[src/rtl/bairs_pkg.sv]
// Shared types and constants for the bounded array core.
// No dependencies; every other file but bairs_ram imports this package.
package bairs_pkg;

    localparam int DEPTH   = 64;
    localparam int ADDR_W  = $clog2(DEPTH);
    localparam int ACT_W   = 3;
    localparam int IDX_W   = 7;
    localparam int VAL_W   = 32;
    localparam int ST_W    = 2;
    localparam int POS_W   = 6;
    localparam int CNT_W   = 7;
    localparam int APB_AW  = 2;
    localparam int APB_DW  = 32;

    typedef enum logic [ACT_W-1:0] {
        ACT_GET    = 3'd0,
        ACT_SET    = 3'd1,
        ACT_APPEND = 3'd2,
        ACT_INSERT = 3'd3,
        ACT_REMOVE = 3'd4,
        ACT_FIND   = 3'd5
    } t_action;

    typedef enum logic [ST_W-1:0] {
        ST_OK        = 2'd0,
        ST_BAD_INDEX = 2'd1,
        ST_FULL      = 2'd2,
        ST_NOT_FOUND = 2'd3
    } t_status;

    typedef enum logic [1:0] {
        PTR_IDX     = 2'd0,
        PTR_ZERO    = 2'd1,
        PTR_FILL_M1 = 2'd2
    } t_ptr_src;

    // controller -> datapath
    typedef struct packed {
        logic     req_load;
        logic     ptr_load;
        t_ptr_src ptr_src;
        logic     ptr_inc;
        logic     ptr_dec;
        logic     rd_issue;
        logic     shift_wr;
        logic     val_wr;
        logic     data_cap;
        logic     pos_cap;
        logic     moved_set;
        logic     st_set;
        t_status  st_code;
        logic     fill_inc;
        logic     fill_dec;
        logic     out_load;
    } t_cmd;

    // datapath -> controller
    typedef struct packed {
        t_action act;
        logic    full;
        logic    idx_lt_fill;
        logic    idx_le_fill;
        logic    idx_eq_fill;
        logic    fill_zero;
        logic    ptr_lt_fill;
        logic    shift_last;
        logic    match;
        logic    cmp_last;
        logic    out_busy;
    } t_sts;

endpackage

[src/rtl/bairs_ctrl.sv]
// Controller: one-hot state machine sequencing each request over the datapath.
// Depends on bairs_pkg.
module bairs_ctrl import bairs_pkg::*; (
    input  logic i_clk,
    input  logic i_rst_n,
    input  logic i_req_valid,
    output logic o_req_ready,
    input  t_sts i_sts,
    output t_cmd o_cmd
);

    typedef enum logic [8:0] {
        S_IDLE   = 9'b000000001,
        S_DECODE = 9'b000000010,
        S_RD     = 9'b000000100,
        S_CAP    = 9'b000001000,
        S_SHIFT  = 9'b000010000,
        S_DRAIN  = 9'b000100000,
        S_TAIL   = 9'b001000000,
        S_FIND   = 9'b010000000,
        S_FINISH = 9'b100000000
    } t_state;

    t_state r_state;
    t_state n_state;

    always_ff @(posedge i_clk) begin
        if (!i_rst_n) begin
            r_state <= S_IDLE;
        end else begin
            r_state <= n_state;
        end
    end

    assign o_req_ready = (r_state == S_IDLE);

    always_comb begin
        n_state = r_state;
        o_cmd   = '0;
        case (r_state)
            S_IDLE: begin
                if (i_req_valid) begin
                    o_cmd.req_load = 1'b1;
                    n_state        = S_DECODE;
                end
            end
            S_DECODE: begin
                n_state = S_FINISH;
                case (i_sts.act)
                    ACT_GET: begin
                        if (i_sts.idx_lt_fill) begin
                            o_cmd.ptr_load = 1'b1;
                            o_cmd.ptr_src  = PTR_IDX;
                            n_state        = S_RD;
                        end else begin
                            o_cmd.st_set  = 1'b1;
                            o_cmd.st_code = ST_BAD_INDEX;
                        end
                    end
                    ACT_SET: begin
                        if (i_sts.idx_lt_fill) begin
                            o_cmd.val_wr = 1'b1;
                        end else begin
                            o_cmd.st_set  = 1'b1;
                            o_cmd.st_code = ST_BAD_INDEX;
                        end
                    end
                    ACT_APPEND, ACT_INSERT: begin
                        // full is reported ahead of a bad index
                        if (i_sts.full) begin
                            o_cmd.st_set  = 1'b1;
                            o_cmd.st_code = ST_FULL;
                        end else if (!i_sts.idx_le_fill) begin
                            o_cmd.st_set  = 1'b1;
                            o_cmd.st_code = ST_BAD_INDEX;
                        end else begin
                            o_cmd.moved_set = 1'b1;
                            if (i_sts.idx_eq_fill) begin
                                n_state = S_TAIL;
                            end else begin
                                o_cmd.ptr_load = 1'b1;
                                o_cmd.ptr_src  = PTR_FILL_M1;
                                n_state        = S_SHIFT;
                            end
                        end
                    end
                    ACT_REMOVE: begin
                        if (i_sts.idx_lt_fill) begin
                            o_cmd.moved_set = 1'b1;
                            o_cmd.ptr_load  = 1'b1;
                            o_cmd.ptr_src   = PTR_IDX;
                            n_state         = S_RD;
                        end else begin
                            o_cmd.st_set  = 1'b1;
                            o_cmd.st_code = ST_BAD_INDEX;
                        end
                    end
                    ACT_FIND: begin
                        if (i_sts.fill_zero) begin
                            o_cmd.st_set  = 1'b1;
                            o_cmd.st_code = ST_NOT_FOUND;
                        end else begin
                            o_cmd.ptr_load = 1'b1;
                            o_cmd.ptr_src  = PTR_ZERO;
                            n_state        = S_FIND;
                        end
                    end
                    default: begin
                        n_state = S_FINISH;
                    end
                endcase
            end
            S_RD: begin
                o_cmd.rd_issue = 1'b1;
                o_cmd.ptr_inc  = 1'b1;
                n_state        = S_CAP;
            end
            S_CAP: begin
                o_cmd.data_cap = 1'b1;
                if (i_sts.act == ACT_REMOVE) begin
                    n_state = i_sts.ptr_lt_fill ? S_SHIFT : S_TAIL;
                end else begin
                    n_state = S_FINISH;
                end
            end
            S_SHIFT: begin
                // read one word, write back the one read last cycle
                o_cmd.shift_wr = 1'b1;
                o_cmd.rd_issue = 1'b1;
                if (i_sts.shift_last) begin
                    n_state = S_DRAIN;
                end else if (i_sts.act == ACT_REMOVE) begin
                    o_cmd.ptr_inc = 1'b1;
                end else begin
                    o_cmd.ptr_dec = 1'b1;
                end
            end
            S_DRAIN: begin
                o_cmd.shift_wr = 1'b1;
                n_state        = S_TAIL;
            end
            S_TAIL: begin
                if (i_sts.act == ACT_REMOVE) begin
                    o_cmd.fill_dec = 1'b1;
                end else begin
                    o_cmd.val_wr   = 1'b1;
                    o_cmd.fill_inc = 1'b1;
                end
                n_state = S_FINISH;
            end
            S_FIND: begin
                if (i_sts.match) begin
                    o_cmd.pos_cap = 1'b1;
                    n_state       = S_FINISH;
                end else if (i_sts.cmp_last) begin
                    o_cmd.st_set  = 1'b1;
                    o_cmd.st_code = ST_NOT_FOUND;
                    n_state       = S_FINISH;
                end else if (i_sts.ptr_lt_fill) begin
                    o_cmd.rd_issue = 1'b1;
                    o_cmd.ptr_inc  = 1'b1;
                end
            end
            S_FINISH: begin
                if (!i_sts.out_busy) begin
                    o_cmd.out_load = 1'b1;
                    n_state        = S_IDLE;
                end
            end
            default: begin
                n_state = S_IDLE;
            end
        endcase
    end

endmodule
[config.mk]
export PLATFORM = sky130hd
export DESIGN_NAME = bairs_ctrl
export DESIGN_NICKNAME = d
export VERILOG_FILES = /design/src/rtl/bairs_pkg.sv /design/src/rtl/bairs_ctrl.sv
export SDC_FILE = /design/constraint.sdc
export NUM_CORES = 1
export LEC_CHECK = 0
export ABC_CLOCK_PERIOD_IN_PS = 1900
export BUFFER_PORTS_ARGS = -buffer_cell sky130_fd_sc_hd__buf_4
export CAP_MARGIN = 25
export CORE_UTILIZATION = 45
export CTS_BUF_LIST = sky130_fd_sc_hd__clkbuf_8
export DETAILED_ROUTE_END_ITERATION = 10
export GPL_TIMING_DRIVEN = 0
export PLACE_DENSITY_LB_ADDON = 0.05
export SLEW_MARGIN = 20
export SYNTH_ARGS = -nofsm -noshare
export SYNTH_HDL_FRONTEND = slang
export SYNTH_SLANG_ARGS = --single-unit
[constraint.sdc]
create_clock -name i_clk -period 1.9 [get_ports i_clk]
set_input_delay 0.285 -clock i_clk [delete_from_list [all_inputs] [get_ports i_clk]]
set_output_delay 0.285 -clock i_clk [all_outputs]
set_load 0.01 [all_outputs]
==> run metrics, run 1 <==
status=finished with violations; violated checks=setup timing; Final Cycle Share=114.4%; Final WS setup=-274.0 ps; Nets=192; Cell variety after synth=46; R2R setup slack=0 ps; sequential element share of the synthesized area=20.48%; prevailing post-synth register cell=dfxtp_1; setup violators final=14; clock latency on the worst-skew pair=~240 ps; die extent in y=around 46 µm; hold_buf cts=0; FP Rows=15; I/O Buffers=33; TritonCTS clock tree=built; unrepaired setup endpoints after global routing=yes; share of the synthesized area in the top cell type=20.48%; Critical Path Source Type=flop; P&R area growth vs syn=69.99%; pin count of the biggest net entering global routing=11; CP Max Fanout=5; Root Driver=clkbuf_8; DRC viols=0; syn_nets=140; antenna violations before repair=0; Max Slew Vio Count=0; HPWL after DPL=about 2000 µm; CP endpoint kind=primary output; Placeable Area=approximately 1800 µm²; Clk pin slew, worst setup/hold paths=40 ps; synthesis-stage register bit count=9; Tmin final=between 2000 and 2500 ps; CTS H-Tree Depth=1; HP Class=input port to flop; layout cell share with drive strength beyond 1=50.86%; Initial DRT Pass Iterations=4; Tot Pwr=0.8207 mW; Synth Instances=roughly 120; final hold vios=0; Ys Warns=0; Largest regs=r_state: 9 flops; final wirelength=3196 µm; Biggest register=r_state; EDFF count, synth=0; drt wl/cell=15.98 µm; required time of the critical path=1620 ps; FFs w/ async S/R, synth=0%; # diodes=0; total vias in the final route=~1,200; leakage=0.6826 nW; io pins=35; cell taking the most area after synthesis=dfxtp_1; most common library cell in the layout ignoring fill and taps=buf_4; Routability Congestion=~0.9; Tot GR Track Use=27.57%; Setup CP Type=flop to primary output; Clock Skew=~1.6 ps; CTS Buf Count=3; first-pass GRT wire length=4271 µm; die width=46.21 µm; most frequent cells in the layout=buf_4 (43), nor2_1 (12), a21oi_1 (9), buf_6 (9), nand2_1 (8); clk sink count=9; synthesized area=a little under 900 µm²; ranking of synthesized cells by area=dfxtp_1 (20%), nor2_1 (6.8%), a21oi_1 (5.1%); vias in the first global route=985; DRT antenna net count=0; via/cell ratio=5.890; max reg flops=9; P per Cell Area=548.9 nW/µm²; Slew HR=57.45%; Data arrival, critical path=1890 ps; Post-Syn Area per Cell=7.094 µm²; total gr overflow=0; Peak supply drop=0.3917 mV; Die Area=2135 µm²; DRT iter0 DRCs=39; fin util=a little over four fifths; fmax=460.0 MHz; Initial Util=49.33%; clk buf depth=2; max-cap check violation count=0; Slew @ Worst Pin=629.7 ps
-- cell type report --
type / count / area, µm²
multi-input cells: 104 / 765.7
repair buffers: 51 / 416.7
fillers: 108 / 287.8
flip-flops and latches: 9 / 203.9
clock buffers: 3 / 41.29
well taps: 25 / 31.28
plain buffers: 3 / 17.52
inverters: 4 / 15.01
clock inverters: 1 / 3.754
-- worst max-delay path, cell delays in order, from the launching register on --
cell and delay, ps:
dfxtp_4 370, or3b_4 390, nor4b_4 250, buf_4 180
buf_4 110, buf_6 100, and2_4 150, buf_6 100
-- power by group --
part / switching (mW) / total (mW) / internal (mW)
clock network: 0.0803 / 0.221 / 0.141
logic: 0.178 / 0.368 / 0.190
registers: 0.0252 / 0.232 / 0.207
-- stage by stage --
stage	std cells	hold WS (ps)	TNS, ps	area, µm²	setup WS [ps]
after floorplan	124	361.2	0	879.6	26.79
after global placement	182	512.5	-494.3	1159	-229.6
after detailed placement	182	526.6	-514.6	1159	-222.7
after CTS	189	279.9	-1963	1310	-257.5
after global routing	200	276.2	-3265	1495	-326.9
final	200	275.4	-2067	1495	-274.0
-- repair_timing --
action | in CTS | in global routing
resized for setup | 23 | 25
setup endpoints to repair | 15 | 23
pin swaps | 9 | 12
buffers inserted | 7 | 11
-- final timing paths --
check,from,end,cells past startpoint
setup / recovery,r_state[1],o_cmd[15],7
hold / removal,i_rst_n,r_state[0],2
setup reg to reg,r_state[1],r_state[4],9
hold reg to reg,r_state[0],r_state[0],2
-- synthesized netlist by cell type, drive strengths merged (2+ instances only) --
cell type  count
nand3b         2
buf            2
nor3           4
a31oi          3
inv            4
nand2b         2
or2            2
xor2           2
and4b          2
a21oi          9
nand3          3
dfxtp          9
nor2          16
nand4          4
clkbuf         5
o21ai          5
nor4b          3
nor4           3
nand2          8
and2           6
a32o           2
nor3b          3
and3           4
nor2b          5
-- layer usage --
layer,vias up,track usage [%],share of wire [%]
met4,0,7.059,1.4
met1,563,31.24,38
li1,560,-,-
met2,49,51.83,55
met3,6,5.098,4.9
met5,-,0,0
-- logic make-up after synthesis --
kind of cell    Yosys count  synth area share, %
simple gates             74                50.92
compound gates           27                20.20
buf+inv                  11                5.404
flops                     9                20.48
xor+xnor                  3                2.988
Note: power is estimated with default switching activity, not from simulation.
==> inputs of run 2 (changes only) <==
--- a/config.mk
+++ b/config.mk
@@ -12,6 +12,7 @@
 export CTS_BUF_LIST = sky130_fd_sc_hd__clkbuf_8
 export DETAILED_ROUTE_END_ITERATION = 10
 export GPL_TIMING_DRIVEN = 0
+export MAX_ROUTING_LAYER = met4
 export PLACE_DENSITY_LB_ADDON = 0.05
 export SLEW_MARGIN = 20
 export SYNTH_ARGS = -nofsm -noshare
==> run 2 against run 1 <==
Against the previous run:
- the flow still finishes with violations (setup timing)
- power is 2.9% lower
- hold slack improved by 9.6 ps
- combinational power is 6.0% lower
- sequential power about the same
- first-iteration DRC count shrank 10%
- via count decreased by 1.2%
- setup slack got worse by 22 ps
- clock power about the same
- wire length down 5.7%
- global-route usage increased by 1.0 points
- register-to-register slack improved by 50 ps
- critical path depth unchanged
==> run metrics, run 2 (synthesized netlist as in run 1, its figures left out) <==
via/cell ratio=5.879 (-0.19%); vias in the first global route=988 (+0.30%); CTS H-Tree Depth=1 (unchanged); Clock Skew=3.961 ps (+2.389 ps); CP endpoint kind=primary output; Setup CP Type=flop to primary output; HP Class=input port to flop; Max Slew Vio Count=0 (unchanged); violated checks=setup timing; met2 WL=1583 µm (-10%); max-cap check violation count=0 (unchanged); Peak supply drop=0.3221 mV (-18%); Placeable Area=1783 µm² (unchanged); DRC viols=0 (unchanged); Slew @ Worst Pin=627.0 ps (-2.679 ps); total gr overflow=0 (unchanged); drt wl/cell=15.22 µm (-4.8%); Root Driver=clkbuf_8; Detail Route met3 WL=174 µm (+12%); antenna violations before repair=0 (unchanged); top layer in use=met4; die extent in y=46.21 µm (unchanged); Tot GR Track Use=28.60% (+1.0 points); DRT iter0 DRCs=35 (-10%); die width=46.21 µm (unchanged); Tot Pwr=0.7973 mW (-2.9%); Routability Congestion=0.8922 (+0.45%); final wirelength=3013 µm (-5.7%); unrepaired setup endpoints after global routing=yes; pin count of the biggest net entering global routing=11 (unchanged); final hold vios=0 (unchanged); layout cell share with drive strength beyond 1=48.55% (-2.3 points); Die Area=2135 µm² (unchanged); I/O Buffers=33 (unchanged); Final WS setup=-295.6 ps (-21.68 ps); setup violators final=13 (-1); HPWL after DPL=1963 µm (-3.3%); Tmin final=2196 ps (+21.68 ps); most frequent cells in the layout=buf_4 (48), nor2_1 (11), nand2_1 (8), a21oi_1 (8); clock latency on the worst-skew pair=240 ps (about the same); required time of the critical path=1620 ps (about the same); Final Cycle Share=115.6% (+1.1 points); # diodes=0 (unchanged); wl on met1=1144 µm (-6.9%); Largest regs=r_state: 9 flops; first-pass GRT wire length=4174 µm (-2.3%); P&R area growth vs syn=62.59%; DP Worst Slack=-237.4 ps (-14.65 ps); Nets=190 (-1.0%); TritonCTS clock tree=built; leakage=0.6649 nW (-2.6%); Worst Hold Depth=2 (unchanged); CP Max Fanout=3 (-2); Clk pin slew, worst setup/hold paths=50 ps (about the same); Initial DRT Pass Iterations=4 (unchanged); DRT antenna net count=0 (unchanged); status=finished with violations; clk buf depth=2 (unchanged); Data arrival, critical path=1910 ps (+20 ps); FP Rows=15 (unchanged); hold_buf cts=0 (unchanged); clk sink count=9 (unchanged); most common library cell in the layout ignoring fill and taps=buf_4; io pins=35 (unchanged); Biggest register=r_state; max reg flops=9 (unchanged); CTS Buf Count=3 (unchanged); P per Cell Area=557.5 nW/µm² (+1.6%); Critical Path Source Type=flop; FF-to-FF path depth=5 (-4); Initial Util=49.33% (unchanged); total vias in the final route=1,164 (-1.2%); Slew HR=57.63% (+0.18 points); fmax=455.4 MHz (-0.99%)
-- run 2: cell types whose count changed in the layout (fill, tap and decap cells not counted), sizes merged --
cell,change
buf,-2
-- run 2: metrics by stage --
step	TNS (ps)	area (µm²)	cells	utilization, %	hold WS [ps]
floorplan	0	879.6	124	-	361.2
detailed placement	-487.5	1159	182	64.98	513.6
global route	-3163	1430	198	80.21	298.4
CTS	-1729	1311	190	73.54	261.3
finish	-2513	1430	198	80.21	284.9
global placement	-577.7	1159	182	64.98	512.4
-- run 2: final cells by class --
| type | count | area [µm²] |
|---|---|---|
| Multi-Input combinational cell | 104 | 743.2 |
| Timing Repair Buffer | 49 | 375.4 |
| Fill cell | 130 | 352.8 |
| Sequential cell | 9 | 202.7 |
| Clock buffer | 3 | 41.29 |
| Tap cell | 25 | 31.28 |
| Buffer | 3 | 17.52 |
| Inverter | 4 | 15.01 |
| Clock inverter | 1 | 3.754 |
-- run 2: power by group --
part / total, mW / leakage, nW / internal, mW / switching [mW]
registers: 0.231 / 0.0777 / 0.207 / 0.0246
logic: 0.346 / 0.560 / 0.173 / 0.173
clock network: 0.220 / 0.0269 / 0.141 / 0.0790
-- run 2: path summary, 6_finish.rpt --
kind | startpoint | end | slack [ps]
max | r_state[1] | o_cmd[9] | -300
min | i_rst_n | r_state[0] | 280
max reg2reg | r_state[7] | r_state[1] | 50
min reg2reg | r_state[4] | r_state[5] | 550
-- run 2: timing repair --
item / in CTS / in global routing
cloned: 0 / 0
setup buffers: 8 / 8
setup endpoints to repair: 15 / 17
resized for setup: 20 / 16
pin swaps: 7 / 5
-- run 2: critical path, stage by stage, from the launching register on --
cell and delay, ps:
dfxtp_4 370, or3b_4 400, nor4b_4 270, buf_4 180, nand3_2 60, a21oi_2 120
o21bai_1 120, buf_4 140
-- run 2: metal layers --
metal,GRT usage (%),vias up
met3,6.275,15
met2,50.70,60
met5,-,-
li1,-,557
met1,29.53,532
met4,13.53,0
